<file path="src/rtl/ted_pkg.sv">
package ted_pkg;

	localparam logic [7:0] BOM_BYTE0 = 8'hEF;
	localparam logic [7:0] BOM_BYTE1 = 8'hBB;
	localparam logic [7:0] BOM_BYTE2 = 8'hBF;
	localparam logic [1:0] BOM_LEN   = 2'd3;

	localparam logic [7:0] CONT_MASK  = 8'hC0;
	localparam logic [7:0] CONT_TAG   = 8'h80;
	localparam logic [7:0] LEAD2_MASK = 8'hE0;
	localparam logic [7:0] LEAD2_TAG  = 8'hC0;
	localparam logic [7:0] LEAD3_MASK = 8'hF0;
	localparam logic [7:0] LEAD3_TAG  = 8'hE0;
	localparam logic [7:0] LEAD4_MASK = 8'hF8;
	localparam logic [7:0] LEAD4_TAG  = 8'hF0;
	localparam logic [7:0] LEAD2_MIN  = 8'hC2;
	localparam logic [7:0] LEAD4_MAX  = 8'hF4;
	localparam logic [7:0] ASCII_END  = 8'h80;

	typedef struct packed {
		logic       is_gbk;
		logic [1:0] skip_len;
	} ted_verdict_t;

	function automatic logic [7:0] bom_byte(input logic [1:0] idx);
		logic [7:0] b;
		unique case (idx)
			2'd0:    b = BOM_BYTE0;
			2'd1:    b = BOM_BYTE1;
			2'd2:    b = BOM_BYTE2;
			default: b = BOM_BYTE2;
		endcase
		return b;
	endfunction

endpackage

</file>
<file path="src/rtl/ted_byte_if.sv">
interface ted_byte_if;
	logic       valid;
	logic       ready;
	logic [7:0] byte_value;
	logic       last_byte;

	modport source (output valid, output byte_value, output last_byte, input ready);
	modport sink (input valid, input byte_value, input last_byte, output ready);
endinterface

</file>
<file path="src/rtl/ted_verdict_if.sv">
interface ted_verdict_if;
	logic       valid;
	logic       ready;
	logic       is_gbk;
	logic [1:0] skip_len;

	modport source (output valid, output is_gbk, output skip_len, input ready);
	modport sink (input valid, input is_gbk, input skip_len, output ready);
endinterface

</file>
<file path="src/rtl/text_encoding_detector_top.sv">
// text encoding detector
//
// bytes (sink): one file byte per transaction, last_byte marks the final byte.
// verdict (source): one transaction per file, sent after the byte with
// last_byte set; is_gbk = 0 for utf-8, 1 for gbk; skip_len = 3 when the file
// opens with ef bb bf, else 0.
//
// throughput: one byte per cycle while no last byte is held for an unread
// verdict. each byte is captured in an input register and, as it leaves that
// register, folded into the framing state by a single pass of logic, so a new
// byte can be taken every cycle. the verdict is registered as the last byte
// leaves the input register, in the verdict register behind it.
// only the first DETECT_BYTES bytes of a file are examined; later bytes are
// taken and ignored until the last one.
//
// reset clears all framing state and the valid flags of both registers; the
// next byte starts a new file, as does the byte after each last byte.
// stall: while an unread verdict waits, bytes keep flowing; only the next
// last byte holds in the input register until the verdict is taken.
module text_encoding_detector_top #(
	parameter int DETECT_BYTES = 32768
) (
	input  logic          clk,
	input  logic          arst_n,
	ted_byte_if.sink      bytes,
	ted_verdict_if.source verdict
);
	import ted_pkg::*;

	logic         valid_s1;
	logic [7:0]   byte_s1;
	logic         last_s1;
	logic         advance;
	logic         out_valid_q;
	ted_verdict_t out_q;
	ted_verdict_t scan_verdict;

	assign advance     = valid_s1 && (!last_s1 || !out_valid_q || verdict.ready);
	assign bytes.ready = !valid_s1 || advance;

	always_ff @(posedge clk or negedge arst_n) begin
		if (!arst_n) begin
			valid_s1 <= 1'b0;
		end else if (bytes.valid && bytes.ready) begin
			valid_s1 <= 1'b1;
		end else if (advance) begin
			valid_s1 <= 1'b0;
		end
	end

	always_ff @(posedge clk) begin
		if (bytes.valid && bytes.ready) begin
			byte_s1 <= bytes.byte_value;
			last_s1 <= bytes.last_byte;
		end
	end

	ted_scan #(
		.DETECT_BYTES(DETECT_BYTES)
	) u_scan (
		.clk        (clk),
		.arst_n     (arst_n),
		.take       (advance),
		.byte_value (byte_s1),
		.last_byte  (last_s1),
		.verdict    (scan_verdict)
	);

	always_ff @(posedge clk or negedge arst_n) begin
		if (!arst_n) begin
			out_valid_q <= 1'b0;
		end else if (advance && last_s1) begin
			out_valid_q <= 1'b1;
		end else if (verdict.ready) begin
			out_valid_q <= 1'b0;
		end
	end

	always_ff @(posedge clk) begin
		if (advance && last_s1)
			out_q <= scan_verdict;
	end

	assign verdict.valid    = out_valid_q;
	assign verdict.is_gbk   = out_q.is_gbk;
	assign verdict.skip_len = out_q.skip_len;
endmodule

</file>
<file path="src/rtl/ted_scan.sv">
module ted_scan #(
	parameter int DETECT_BYTES = 32768
) (
	input  logic                  clk,
	input  logic                  arst_n,
	input  logic                  take,
	input  logic [7:0]            byte_value,
	input  logic                  last_byte,
	output ted_pkg::ted_verdict_t verdict
);
	import ted_pkg::*;

	localparam int CW = $clog2(DETECT_BYTES + 1);

	logic [CW-1:0] count_q;
	logic [1:0]    pending_q;
	logic          seq_bad_q;
	logic          invalid_q;
	logic [1:0]    bom_q;
	logic          bom_broken_q;

	logic [CW-1:0] count_d;
	logic [1:0]    pending_d;
	logic          seq_bad_d;
	logic          invalid_d;
	logic [1:0]    bom_d;
	logic          bom_broken_d;
	logic          in_window;

	assign in_window = count_q < CW'(DETECT_BYTES);

	always_comb begin
		count_d      = count_q;
		pending_d    = pending_q;
		seq_bad_d    = seq_bad_q;
		invalid_d    = invalid_q;
		bom_d        = bom_q;
		bom_broken_d = bom_broken_q;
		if (in_window) begin
			count_d = count_q + CW'(1);
			if (!bom_broken_q && bom_q < BOM_LEN) begin
				if (byte_value == bom_byte(bom_q))
					bom_d = bom_q + 2'd1;
				else
					bom_broken_d = 1'b1;
			end
			if (pending_q != 2'd0) begin
				if ((byte_value & CONT_MASK) != CONT_TAG)
					seq_bad_d = 1'b1;
				pending_d = pending_q - 2'd1;
				if (pending_q == 2'd1) begin
					if (seq_bad_d)
						invalid_d = 1'b1;
					seq_bad_d = 1'b0;
				end
			end else begin
				priority if (byte_value < ASCII_END) begin
				end else if ((byte_value & LEAD2_MASK) == LEAD2_TAG) begin
					if (byte_value < LEAD2_MIN)
						invalid_d = 1'b1;
					else
						pending_d = 2'd1;
				end else if ((byte_value & LEAD3_MASK) == LEAD3_TAG) begin
					pending_d = 2'd2;
				end else if ((byte_value & LEAD4_MASK) == LEAD4_TAG) begin
					if (byte_value > LEAD4_MAX)
						invalid_d = 1'b1;
					else
						pending_d = 2'd3;
				end else begin
					invalid_d = 1'b1;
				end
			end
		end
	end

	always_comb begin
		if (bom_d == BOM_LEN) begin
			verdict.is_gbk   = 1'b0;
			verdict.skip_len = BOM_LEN;
		end else begin
			verdict.is_gbk   = invalid_d;
			verdict.skip_len = 2'd0;
		end
	end

	always_ff @(posedge clk or negedge arst_n) begin
		if (!arst_n) begin
			count_q      <= '0;
			pending_q    <= '0;
			seq_bad_q    <= 1'b0;
			invalid_q    <= 1'b0;
			bom_q        <= '0;
			bom_broken_q <= 1'b0;
		end else if (take) begin
			if (last_byte) begin
				count_q      <= '0;
				pending_q    <= '0;
				seq_bad_q    <= 1'b0;
				invalid_q    <= 1'b0;
				bom_q        <= '0;
				bom_broken_q <= 1'b0;
			end else begin
				count_q      <= count_d;
				pending_q    <= pending_d;
				seq_bad_q    <= seq_bad_d;
				invalid_q    <= invalid_d;
				bom_q        <= bom_d;
				bom_broken_q <= bom_broken_d;
			end
		end
	end
endmodule

</file>
<file path="src/flat_wrapper.sv">
// flat-port wrapper written by rule: the top's interface ports become plain ports
module text_encoding_detector_top_flat import ted_pkg::*;
#(
	parameter int DETECT_BYTES = 32768
)
  (clk, arst_n, bytes_valid, bytes_byte_value, bytes_last_byte, bytes_ready, verdict_valid, verdict_is_gbk, verdict_skip_len, verdict_ready);
  ted_byte_if bytes_i ();
  ted_verdict_if verdict_i ();
  input  logic clk;
  input  logic arst_n;
  input wire logic [$bits(bytes_i.valid)-1:0] bytes_valid;
  input wire logic [$bits(bytes_i.byte_value)-1:0] bytes_byte_value;
  input wire logic [$bits(bytes_i.last_byte)-1:0] bytes_last_byte;
  output wire logic [$bits(bytes_i.ready)-1:0] bytes_ready;
  output wire logic [$bits(verdict_i.valid)-1:0] verdict_valid;
  output wire logic [$bits(verdict_i.is_gbk)-1:0] verdict_is_gbk;
  output wire logic [$bits(verdict_i.skip_len)-1:0] verdict_skip_len;
  input wire logic [$bits(verdict_i.ready)-1:0] verdict_ready;
  assign bytes_i.valid = bytes_valid;
  assign bytes_i.byte_value = bytes_byte_value;
  assign bytes_i.last_byte = bytes_last_byte;
  assign bytes_ready = bytes_i.ready;
  assign verdict_valid = verdict_i.valid;
  assign verdict_is_gbk = verdict_i.is_gbk;
  assign verdict_skip_len = verdict_i.skip_len;
  assign verdict_i.ready = verdict_ready;
  text_encoding_detector_top #(.DETECT_BYTES(DETECT_BYTES)) u_core (.clk(clk), .arst_n(arst_n), .bytes(bytes_i), .verdict(verdict_i));
endmodule
</file>
<file path="config.mk">
export PLATFORM = sky130hd
export DESIGN_NAME = text_encoding_detector_top_flat
export DESIGN_NICKNAME = d
export VERILOG_FILES = /design/src/rtl/ted_pkg.sv /design/src/rtl/ted_byte_if.sv /design/src/rtl/ted_verdict_if.sv /design/src/rtl/text_encoding_detector_top.sv /design/src/rtl/ted_scan.sv /design/src/flat_wrapper.sv
export SDC_FILE = /design/constraint.sdc
export NUM_CORES = 1
export LEC_CHECK = 0
export CAP_MARGIN = 15
export CORE_ASPECT_RATIO = 1.1
export CORE_UTILIZATION = 65
export CTS_BUF_LIST = sky130_fd_sc_hd__clkbuf_4
export DETAILED_ROUTE_END_ITERATION = 8
export DONT_BUFFER_PORTS = 1
export PLACE_DENSITY = 0.85
export SLEW_MARGIN = 20
export SYNTH_ARGS = -nofsm -noshare
export SYNTH_HDL_FRONTEND = slang
export SYNTH_SLANG_ARGS = --single-unit
</file>
<file path="constraint.sdc">
create_clock -name clk -period 2.5 [get_ports clk]
set_clock_uncertainty 0.15 [all_clocks]
set_input_delay 0.125 -clock clk [delete_from_list [all_inputs] [get_ports clk]]
set_output_delay 0.125 -clock clk [all_outputs]
set_load 0.02 [all_outputs]
</file>
======== Word-level counts from Yosys, hierarchy flattened ========
Index checks and enable logic that the tools add are counted.
storage, ports and cells
  register bits after elaboration ......... 37
  bits of input ports ..................... 13
  output and inout port bits .............. 5
  logic and storage cells ................. 100
cells by class
  add/subtract/negate cells ............... 3
  order comparisons ....................... 5
  equal/unequal tests ..................... 12
  muxes and demuxes ....................... 45
  reduce and logical (&&, ||, !) cells .... 23
operators by type and width
  operator                 count
  $mux W16                 2
  $mux W2                  14
  $mux W1                  26
  $add A16 B1 Y16 const B  1
  $lt A16 B16 Y1 const B   1
  $lt A8 B8 Y1 const B     2
  $mux W8                  2
  $pmux W7 S2              1
  $reduce_bool A2 Y1       6
  $eq A8 B8 Y1             1
  $gt A8 B8 Y1 const B     1
  $reduce_and A6 Y1        1
  $eq A5 B5 Y1 const B     1
  $ne A5 B4 Y1 const B     1
  $reduce_bool A5 Y1       1
  $eq A2 B1 Y1 const B     2
  $eq A4 B4 Y1 const B     1
  $logic_and A1 B1 Y1      4
  $logic_not A1 Y1         4
  $ne A4 B3 Y1 const B     1
  $reduce_and A4 Y1        1
  $eq A3 B3 Y1 const B     1
  $logic_or A1 B1 Y1       3
  $ne A3 B2 Y1 const B     1
  9 further kinds          9

======== Longest topological paths before layout ========
Gate-level depths: netlist (run 1).
  depth after elaboration ................. 10
  depth in mapped cells ................... 7
  depth with buffers taken out ............ 7

======== Modules after synthesis ========
From an unflattened synthesis (run 1), not the netlist that was laid out.
second synthesis, totals
  cell total of the unflattened synthesis .. 177
  area, all modules ....................... 1900.6 µm²
by module, submodules not included
  module                      times used  cells an instance  area an instance (µm²)  sequential area each (µm²)
  ted_scan                    1           155                1432.6                  575.6
  text_encoding_detector_top  1           22                 467.9                   410.4

======== Least setup slack after synthesis (run 1) ========
OpenSTA, ideal clock, no wires.
  path type ............................... flip-flop to flip-flop
  start ................................... reg u_core.u_scan.bom_q[0]
  end ..................................... reg u_core.out_q, in the netlist u_core.verdict.is_gbk, data pin
  library setup time ...................... 0.258 ns
  data arrival time ....................... 1.544 ns
  required time ........................... 2.092 ns
  slack ................................... 0.548 ns
  cell stages (with the launch flop) ...... 6
  buffers on the path ..................... 0
  clock period less this slack ............ 1.952 ns
  cell sequence ........................... dfrtp_1 -> ha_1 -> or3_1 -> nor3_4 -> mux2i_1 -> nor2b_1
between the ends
  longest elaborated chain between the ends .. 9
  elaborated cells between the ends (all ways) .. 13
  those cells by class .................... 1 x add/sub; 1 x order compare; 3 x eq/ne; 6 x mux; 2 x reduce/logical
RTL lines
  element                                           RTL line                          text
  start: declaration                                ted_scan.sv:19                    logic [1:0] bom_q;
  start signal: assignment                          ted_scan.sv:108                   bom_q <= bom_d;
  $eq A2 B1 Y1 or $logic_not A2 Y1 (tied branches)  ted_pkg.sv:27                     unique case (idx)
  $pmux W7 S2                                       ted_pkg.sv:27
  $mux W8                                           ted_scan.sv:41                    if (!bom_broken_q && bom_q < BOM_LEN) begin
  $mux W8                                           ted_scan.sv:39                    if (in_window) begin
  $eq A8 B8 Y1                                      ted_scan.sv:42                    if (byte_value == bom_byte(bom_q))
  $mux W2                                           ted_scan.sv:42
  $mux W2                                           ted_scan.sv:41
  $mux W2 *                                         ted_scan.sv:39
  $eq A2 B2 Y1 *                                    ted_scan.sv:78                    if (bom_d == BOM_LEN) begin
  end signal: assignment                            text_encoding_detector_top.sv:81  out_q <= scan_verdict;
  end: declaration                                  text_encoding_detector_top.sv:35  ted_verdict_t out_q;
Mark *: on every way between the ends. The rest lies on a longest branch, timed or not. The select of a mux whose other input is x is not followed.
A chain may end at the register's enable or synchronous reset.

======== Final worst setup path (run 1) ========
Same ends and word-level chain as after synthesis.

==> summary.md, run 1 <==
| Metric | Value |
|---|---|
| Worst-Margin Slew | between 400 and 500 ps |
| Net count, final | ~210 |
| CTS Hold Buffers Added | 13 |
| Worst setup SP type | flip-flop |
| Post-Syn Area | ~0.0018 sq mm |
| Worst reg-to-reg path cell count | 5 |
| Die area | between 0.003 and 0.004 sq mm |
| Total routed wirelength | approximately 4100 um |
| Synth unique cells | 47 |
| Critical path arrival | around 2100 ps |
| DIE HEIGHT | 57.6 um |
| Reg2Reg Launch Point | u_core.u_scan.bom_q[0] |
| Final Core Density | 0.787 |
| Avg Inst Size Synth | 10.4 sq um |
| Worst setup EP type | flip-flop |
| Via count | roughly 1500 |
| Pleak | ~0.83 nW |
| Final setup TNS | 0 ps |
| Share of cells above drive strength 1 | 0.0825 |
| First-pass GRT wire length | between 6000 and 7000 um |
| Vias per cell | roughly 6.6 |
| Hold slack final | around 37 ps |
| CTS buffer count | 5 |
| Final non-filler cell total | 225 |
| Core Area | around 0.0026 sq mm |
| Worst hold path type | in -> async |
| Critical-path maximum fanout | 5 |
| TritonRoute pass-1 iters | 5 |
| Top_reg_cell synth | dfrtp_1 |
| Reg clk slew, reported paths | ~110 ps |
| TritonCTS clock tree | done |
| Mapped Nets | ~190 |
| Critical path's top delay family | simple AND/OR/NAND/NOR gates |
| Post-Syn Instances | around 180 |
| Setup slack after layout | between 300 and 400 ps |
| First DRT Iteration DRCs | 86 |
| Levels on crit path | 5 |
| Final Slew Violations | 0 |
| CP peak stage delay | around 450 ps |
| Initial core utilization | 0.705 |
| Largest net degree at the start of global routing | 26 |
| Ports | 18 |
| Max-cap violation count | 0 |
| Fin crit share | 0.854 |
| Seq/Total Area, Yosys | 0.523 |
| CTS max path bufs | 2 |
| Critical R2R Capture | u_core.verdict.is_gbk |
| Internal reg-to-reg setup slack | 370 ps |
| H-tree Lvls | 2 |
| Die Width | approximately 53 um |
| Vias in the first global route | 1457 |
| Final min period | 2130 ps |
| Grt ovf | 0 |
| Sw frac | 0.280 |
| CP Cell Sequence | ha_1 > or3_1 > nor3_4 > mux2i_1 > nor2b_1 |
| Outcome | complete, no violations |
| Unrepaired setup endpoints after global routing | false |
| Port-buffer cells | 0 |
| Initial antenna violation count | 0 |
| Int Pwr | 816 uW |
| Area Growth Syn to Fin | 11.6% |
| FILL cells | roughly 150 |
| Ys async rst share | 0.694 |
| CP required | 2460 ps |
| Power Total | approximately 1.1 mW |
| Peak VDD IR | ~0.58 mV |
| Setup repair bufs after CTS | 0 |
| Crit Path Class | reg -> reg |
| Design area | a little over 0.002 sq mm |
| Clock latency on the worst-skew pair | approximately 350 ps |
| Slew headroom | 0.698 |
| Final Hold Fails | 0 |
| DR DRC count | 0 |
| DP Area | between 0.0015 and 0.002 sq mm |
| Switch Pwr | approximately 320 uW |
| Slowest CP cell | dfrtp_1 |
| Syn. warnings | 0 |
| Dpl cells | a little over 200 |
| Per-cell routed wire length | approximately 18 um |
| CTS Root Cell | clkbuf_4 |
| Post-synth EDFFs | 11 |
| Highest clock rate | around 470 MHz |
| Part of the power in registers | 0.610 |
| Bufs and invs on worst path | 0 |
| Clock share of power | 0.272 |
| Pre-CTS setup slack | ~380 ps |
| GPL Wtd Cong | roughly 0.84 |
| Ant diodes | 0 |
| Combinational share of power | 0.117 |
| # rows | 19 |
| Critical path origin | u_core.u_scan.bom_q[0] |
| Dpl hpwl | 2510 um |
| Clk sinks | 36 |
| CTS-repair resized insts | 0 |
| PwrDens | about 560 mW/mm^2 |
| # setup viols final | 0 |
| Synthesized flop and latch total | 36 |
| Post-DRT Antenna Nets | 0 |
| Gr usage total | 0.330 |
==> Yosys cell counts, drive strengths merged, types with 2 or more instances <==
cell type,instances,area share
a21oi,3,0.0082
o21ai,11,0.030
and3,4,0.014
dfrtp,25,0.34
nor2,17,0.035
nor4,5,0.017
nand3,9,0.025
edfxtp,11,0.18
nor3,9,0.031
xor2,3,0.014
inv,9,0.018
nand2b,3,0.012
ha,5,0.034
a31oi,2,0.0068
buf,3,0.013
o21a,2,0.0082
xnor2,10,0.048
nand2,19,0.040
and2,2,0.0068
or3,3,0.010
nand4,2,0.015
==> worst max path at each step <==
stage	to	slack (ps)
floorplan	u_core.verdict.is_gbk	550
global placement	u_core.verdict.is_gbk	510
detailed placement	u_core.verdict.is_gbk	380
CTS	u_core.verdict.is_gbk	380
global route	u_core.verdict.is_gbk	230
finish	u_core.verdict.is_gbk	370
==> cell usage in the layout, fill, tap and decap left out, types with 3 or more instances in the layout <==
cell           Yosys  final
clkbuf_4           0      6
edfxtp_1          11     11
xor2_1             3      3
nand2_1           18     18
ha_1               5      5
nor2_1            17     17
inv_1              9      9
a21oi_1            3      3
dfrtp_1           25     25
nor3_1             8      8
o21ai_0           10     10
dlygate4sd3_1      0     12
or3_1              3      3
and3_1             4      4
xnor2_1           10     10
nor4_1             5      5
nand3_1            9      9
==> metal layers <==
layer,share of wire,vias to the layer above,routed length [um],GRT usage
li1,-,656,-,-
met1,0.41,718,1680,0.443
met2,0.48,87,2000,0.494
met3,0.079,16,327,0.0761
met4,0.033,0,135,0.180
met5,0,-,0,0
==> state kept, by name, summed over array words and instances (netlist names), 2 cells and up <==
name,flops
u_core.u_scan.count_q,16
u_core.byte_s1,8
u_core.u_scan.bom_q,2
u_core.u_scan.pending_q,2
==> kinds of logic (layout without fill, tap and decap cells) <==
group | Yosys count | in the layout | synth area share
AND/OR/NAND/NOR | 81 | 81 | 0.243
flip-flops | 36 | 36 | 0.523
AO/OA/AOI/OAI | 27 | 27 | 0.0986
XOR/XNOR | 13 | 13 | 0.0623
buffers and inverters | 13 | 31 | 0.0335
adder cells (fa/ha/maj) | 5 | 5 | 0.0342
multiplexers | 1 | 1 | 0.00548
==> power by group through the flow <==
stage | Sequential, mW | Combinational (mW) | Clock (mW)
after CTS | 0.687 | 0.124 | 0.302
after global placement | 0.697 | 0.0910 | 0
after global routing | 0.696 | 0.148 | 0.331
after detailed placement | 0.700 | 0.0977 | 0
after floorplan | 0.688 | 0.0796 | 0
final | 0.691 | 0.133 | 0.308
==> area by class of cell <==
| class | instances | area, sq um | area share |
|---|---|---|---|
| Inverter | 9 | 33.8 | 0.0166 |
| Tap cell | 31 | 38.8 | 0.0190 |
| Clock buffer | 6 | 45.0 | 0.0221 |
| Sequential cell | 36 | 956 | 0.469 |
| Multi-Input combinational cell | 127 | 811 | 0.398 |
| Timing Repair Buffer | 14 | 148 | 0.0724 |
| Clock inverter | 2 | 7.51 | 0.00368 |
(Power assumes the default switching activity.)
==> run 2: changes to the inputs <==
CTS_CLUSTER_DIAMETER = 60   (was default)
PLACE_DENSITY = 0.81   (was 0.85)
==> summary.md, run 2 (synthesis results as in run 1) <==
| Metric | Value |
|---|---|
| Commonest cells after routing, fill and taps aside | 25 x dfrtp_1, 18 x nand2_1, 17 x nor2_1 |
| Largest Register | u_core.u_scan.count_q |
| Slew headroom | 0.715 (+0.0171) |
| Pleak | 0.833 nW (+0.62%) |
| Post-DRT Antenna Nets | 0 (unchanged) |
| Crit Path Class | reg -> reg |
| Die Width | 52.6 um (unchanged) |
| M3 GR Usage | 0.102 (+0.0262) |
| Highest clock rate | 479 MHz (+2.2%) |
| CTS-repair resized insts | 0 (unchanged) |
| CTS max path bufs | 2 (unchanged) |
| Per-cell routed wire length | 17.0 um (-7.9%) |
| Design area | 0.00205 sq mm (+0.37%) |
| Worst reg-to-reg path cell count | 7 (+2) |
| Grt ovf | 0 (unchanged) |
| DR DRC count | 0 (unchanged) |
| Outcome | complete, no violations |
| # setup viols final | 0 (unchanged) |
| Dpl hpwl | 2610 um (+3.9%) |
| Critical R2R Capture | u_core.verdict.is_gbk |
| TritonRoute pass-1 iters | 4 (-1) |
| Grt peak-use layer | met2 |
| Worst setup SP type | flip-flop |
| Reg clk slew, reported paths | 110 ps (about the same) |
| Ant diodes | 0 (unchanged) |
| Critical path arrival | 2050 ps (-40 ps) |
| First DRT Iteration DRCs | 82 (-4.7%) |
| Worst setup EP type | flip-flop |
| Vias per cell | 6.28 (-4.3%) |
| Initial core utilization | 0.705 (unchanged) |
| Commonest non-fill, non-tap cell in the layout | dfrtp_1 |
| H-tree Lvls | 2 (unchanged) |
| Top Registers | u_core.u_scan.count_q x16, u_core.byte_s1 x8 |
| TritonCTS clock tree | done |
| Port-buffer cells | 0 (unchanged) |
| Die area | 0.00303 sq mm (unchanged) |
| Initial antenna violation count | 0 (unchanged) |
| Critical-path maximum fanout | 5 (unchanged) |
| DIE HEIGHT | 57.6 um (unchanged) |
| Net count, final | 212 (+0.47%) |
| Max reg flops | 16 (unchanged) |
| Reg2Reg Launch Point | u_core.u_scan.bom_q[1] |
| Setup slack after layout | 411 ps (+45.7 ps) |
| Global Route met1 Usage | 0.385 (-0.0583) |
| Via count | 1420 (-3.9%) |
| Final min period | 2090 ps (-45.7 ps) |
| Final setup TNS | 0 ps (unchanged) |
| Area Growth Syn to Fin | 12.0% |
| Setup repair bufs after CTS | 0 (unchanged) |
| Total routed wirelength | 3830 um (-7.5%) |
| Peak VDD IR | 0.585 mV (+0.27%) |
| GPL Wtd Cong | 0.868 (+3.8%) |
| Final Slew Violations | 0 (unchanged) |
| Dpl cells | 205 (+0.49%) |
| Largest net degree at the start of global routing | 26 (unchanged) |
| Core Area | 0.00259 sq mm (unchanged) |
| Vias in the first global route | 1423 (-2.3%) |
| First-pass GRT wire length | 6380 um (-8.8%) |
| Final Hold Fails | 0 (unchanged) |
| CTS buffer count | 5 (unchanged) |
| Pre-CTS setup slack | 429 ps (+47.6 ps) |
| CP required | 2460 ps (about the same) |
| Max-cap violation count | 0 (unchanged) |
| Worst-Margin Slew | 426 ps (-26.4 ps) |
| DP Area | 0.00185 sq mm (+0.41%) |
| Gr usage total | 0.303 (-0.0264) |
| Fin crit share | 0.835 (-0.0183) |
| Final non-filler cell total | 226 (+0.44%) |
| Clk sinks | 36 (unchanged) |
| Unrepaired setup endpoints after global routing | false |
| GR Util met2 | 0.463 (-0.0307) |
| CTS Root Cell | clkbuf_4 |
| Internal reg-to-reg setup slack | 410 ps (+50 ps) |
| Power Total | 1.11 mW (-1.9%) |
| Ports | 18 (unchanged) |
| Clock latency on the worst-skew pair | 340 ps (about the same) |
| # rows | 19 (unchanged) |
| PwrDens | 543 mW/mm^2 (-2.3%) |
| CTS Hold Buffers Added | 13 (unchanged) |
| Share of cells above drive strength 1 | 0.0872 (+0.00471) |
| Worst hold path type | in -> async |
## run 2: changes by cell type in the layout (fill, tap and decap cells not counted), sizes merged
| cell | delta |
|---|---|
| buf | +1 |
## run 2: layout make-up
type                       count  area, sq um
sequential                    36          956
multi-input combinational    127          811
fill                         152          544
timing repair buffer          15          155
clock buffer                   6         45.0
tap                           31         38.8
inverter                       9         33.8
clock inverter                 2         7.51
## run 2: worst max-delay path by stage
stage | end | slack (ps) | startpoint
after global routing | u_core.verdict.is_gbk | 280 | u_core.u_scan.bom_q[0]
after global placement | u_core.verdict.is_gbk | 500 | u_core.u_scan.bom_q[0]
after CTS | u_core.verdict.is_gbk | 430 | u_core.u_scan.bom_q[0]
final | u_core.verdict.is_gbk | 410 | u_core.u_scan.bom_q[1]
after floorplan | u_core.verdict.is_gbk | 550 | u_core.u_scan.bom_q[0]
after detailed placement | u_core.verdict.is_gbk | 430 | u_core.u_scan.bom_q[0]
## run 2: layer usage
layer / up-vias / wire length [um]
met2: 79 / 1820
met4: 0 / 123
li1: 667 / -
met5: - / 0
met1: 659 / 1540
met3: 15 / 358
## run 2: report_power, final
part | total (mW) | internal [mW] | switching, mW | leakage (nW)
clock | 0.295 | 0.115 | 0.180 | 0.0307
sequential | 0.689 | 0.646 | 0.0433 | 0.445
combinational | 0.127 | 0.0558 | 0.0711 | 0.358
total | 1.11 | 0.816 | 0.295 | 0.833
## run 2: stage by stage
stage / hold WS, ps / utilization
2_1_floorplan: -321 / -
6_report: 43.8 / 0.790
3_3_place_gp: -320 / 0.716
3_5_place_dp: -320 / 0.716
5_1_grt: 34.1 / 0.790
4_1_cts: 6.84 / 0.790
## run 2: critical path, cell delays in order, from the launching register on
cell     delay [ps]
dfrtp_1         420
inv_1           150
ha_1            200
xor2_1          180
nand3_1         160
nor3_4          290
mux2i_1         250
nor2b_1          70
==> run 3: changes to the inputs <==
CORE_UTILIZATION = 59   (was 65)
PLACE_DENSITY = 0.78   (was 0.81)
clock period = 1.84 ns   (was 2.5 ns; I/O delays follow)
==> summary.md, run 3 (synthesis results as in run 1) <==
| Metric | Value |
|---|---|
| Outcome | finished, violations left |
| TritonCTS clock tree | done |
| Port-buffer cells | 0 (unchanged) |
| Slew headroom | 0.737 (+0.0218) |
| WL met3 | 289 um (-19%) |
| DIE HEIGHT | 60.4 um (+4.8%) |
| Failing checks | negative hold slack, negative setup slack |
| Initial core utilization | 0.641 (-0.0647) |
| Worst reg-to-reg path cell count | 5 (-2) |
| Worst-Margin Slew | 394 ps (-31.4 ps) |
| FILL cells | 154 (+1.3%) |
| Met2 wire length | 2320 um (+28%) |
| Top Registers | u_core.u_scan.count_q x16, u_core.byte_s1 x8 |
| Critical path arrival | 1980 ps (-70 ps) |
| Hold slack final | -10.8 ps (-54.6 ps) |
| Ports | 18 (unchanged) |
| M1 wire length | 1920 um (+25%) |
| Pleak | 0.986 nW (+18%) |
| Largest Register | u_core.u_scan.count_q |
| Crit Path Class | reg -> reg |
| Gr usage total | 0.311 (+0.00813) |
| Area Growth Syn to Fin | 27.4% |
| Commonest cells after routing, fill and taps aside | 25 x dfrtp_1, 20 x buf_4, 17 x nand2_1, 17 x nor2_1, 13 x dlygate4sd3_1 |
| Ant diodes | 0 (unchanged) |
| Final Slew Violations | 0 (unchanged) |
| Clock latency on the worst-skew pair | 360 ps (+20 ps) |
| Share of cells above drive strength 1 | 0.270 (+0.183) |
| Worst setup SP type | flip-flop |
| Largest net degree at the start of global routing | 26 (unchanged) |
| Max-cap violation count | 0 (unchanged) |
| Worst hold path type | in -> async |
| Final Core Density | 0.816 (+0.0263) |
| CTS Root Cell | clkbuf_4 |
| Unrepaired setup endpoints after global routing | true |
| Highest clock rate | 498 MHz (+4.0%) |
| Critical-path maximum fanout | 4 (-1) |
| H-tree Lvls | 2 (unchanged) |
| Fin crit share | 1.09 (+0.256) |
| # rows | 20 (+1) |
| DR DRC count | 0 (unchanged) |
| Final Hold Fails | 16 (+16) |
| Net count, final | 232 (+9.4%) |
| Die Width | 55.1 um (+4.8%) |
| GPL Wtd Cong | 0.855 (-1.6%) |
| # setup viols final | 4 (+4) |
| Power Total | 1.73 mW (+56%) |
| TritonRoute pass-1 iters | 4 (unchanged) |
| Top sig layer | met4 |
| Clk sinks | 36 (unchanged) |
| Core Area | 0.00285 sq mm (+10%) |
| Final setup TNS | -398 ps (-398 ps) |
| PwrDens | 745 mW/mm^2 (+37%) |
| Dpl hpwl | 2630 um (+0.76%) |
| Grt ovf | 0 (unchanged) |
| Setup slack after layout | -167 ps (-579 ps) |
| Max reg flops | 16 (unchanged) |
| Per-cell routed wire length | 19.1 um (+12%) |
| CTS buffer count | 5 (unchanged) |
| First-pass GRT wire length | 7100 um (+11%) |
| Via count | 1541 (+8.5%) |
| Initial antenna violation count | 0 (unchanged) |
| Reg clk slew, reported paths | 120 ps (about the same) |
| Post-DRT Antenna Nets | 0 (unchanged) |
| Pre-CTS setup slack | -127 ps (-556 ps) |
| Total routed wirelength | 4730 um (+23%) |
| Vias per cell | 6.21 (-1.1%) |
| Die area | 0.00333 sq mm (+9.8%) |
| CTS max path bufs | 2 (unchanged) |
| Commonest non-fill, non-tap cell in the layout | dfrtp_1 |
| CP required | 1810 ps (-650 ps) |
| Vias in the first global route | 1502 (+5.6%) |
| Peak VDD IR | 0.636 mV (+8.7%) |
| Worst setup EP type | flip-flop |
| Final min period | 2010 ps (-81.2 ps) |
| First DRT Iteration DRCs | 71 (-13%) |
run 3: changes by cell type in the layout (fill, tap and decap cells not counted), sizes merged:
| cell | previous run | this run |
|---|---|---|
| bufinv | 0 | 1 |
| dlygate4sd3 | 12 | 13 |
| clkinv | 2 | 1 |
| buf | 3 | 22 |
run 3: worst max-delay path, cell delays in order (launching register included):
cell	delay [ps]
dfrtp_1	450
ha_2	210
or3_4	370
nor3_4	250
mux2i_2	270
nor2b_1	70
run 3: worst paths after layout:
| check | start | to | slack [ps] |
|---|---|---|---|
| setup reg to reg | u_core.u_scan.bom_q[0] | u_core.verdict.is_gbk | -170 |
| hold / removal | arst_n | u_core.u_scan.count_q[15] | -10 |
| hold reg to reg | u_core.u_scan.bom_broken_q | u_core.u_scan.bom_broken_q | 380 |
| min in group clk | bytes_valid | u_core.last_s1 | 50 |
| setup / recovery | u_core.u_scan.bom_q[0] | u_core.verdict.is_gbk | -170 |
| max in group asynchronous | arst_n | u_core.u_scan.count_q[8] | 1390 |
run 3: layer usage:
layer,vias up,global-route usage
met2,83,0.497
li1,703,-
met5,-,0
met3,23,0.0802
met1,732,0.400
met4,0,0.129
run 3: power breakdown:
part / internal [mW] / leakage (nW) / switching, mW / total [mW]
combinational: 0.0976 / 0.496 / 0.117 / 0.214
sequential: 0.877 / 0.445 / 0.0552 / 0.932
clock: 0.299 / 0.0456 / 0.288 / 0.587
run 3: layout make-up:
type / instances / area [sq um] / share of cell area
inverters: 9 / 33.8 / 0.0145
clock buffers: 6 / 45.0 / 0.0193
multi-input cells: 127 / 906 / 0.389
flip-flops and latches: 36 / 956 / 0.411
repair buffers: 35 / 312 / 0.134
clock inverters: 2 / 35.0 / 0.0150
well taps: 33 / 41.3 / 0.0177
run 3: metrics by stage:
step | cells | instance area, sq um
2_1_floorplan | 176 | 1840
3_3_place_gp | 221 | 1970
3_5_place_dp | 221 | 1970
4_1_cts | 246 | 2240
5_1_grt | 248 | 2330
6_report | 248 | 2330
run 3: what timing repair did:
item	in CTS	in global routing
endpoints found under the hold margin	36	0
cloned	0	0
setup endpoints to repair	6	13
pin swaps	5	3
resized for setup	5	15
hold buffers	14	0
buffers inserted	3	2
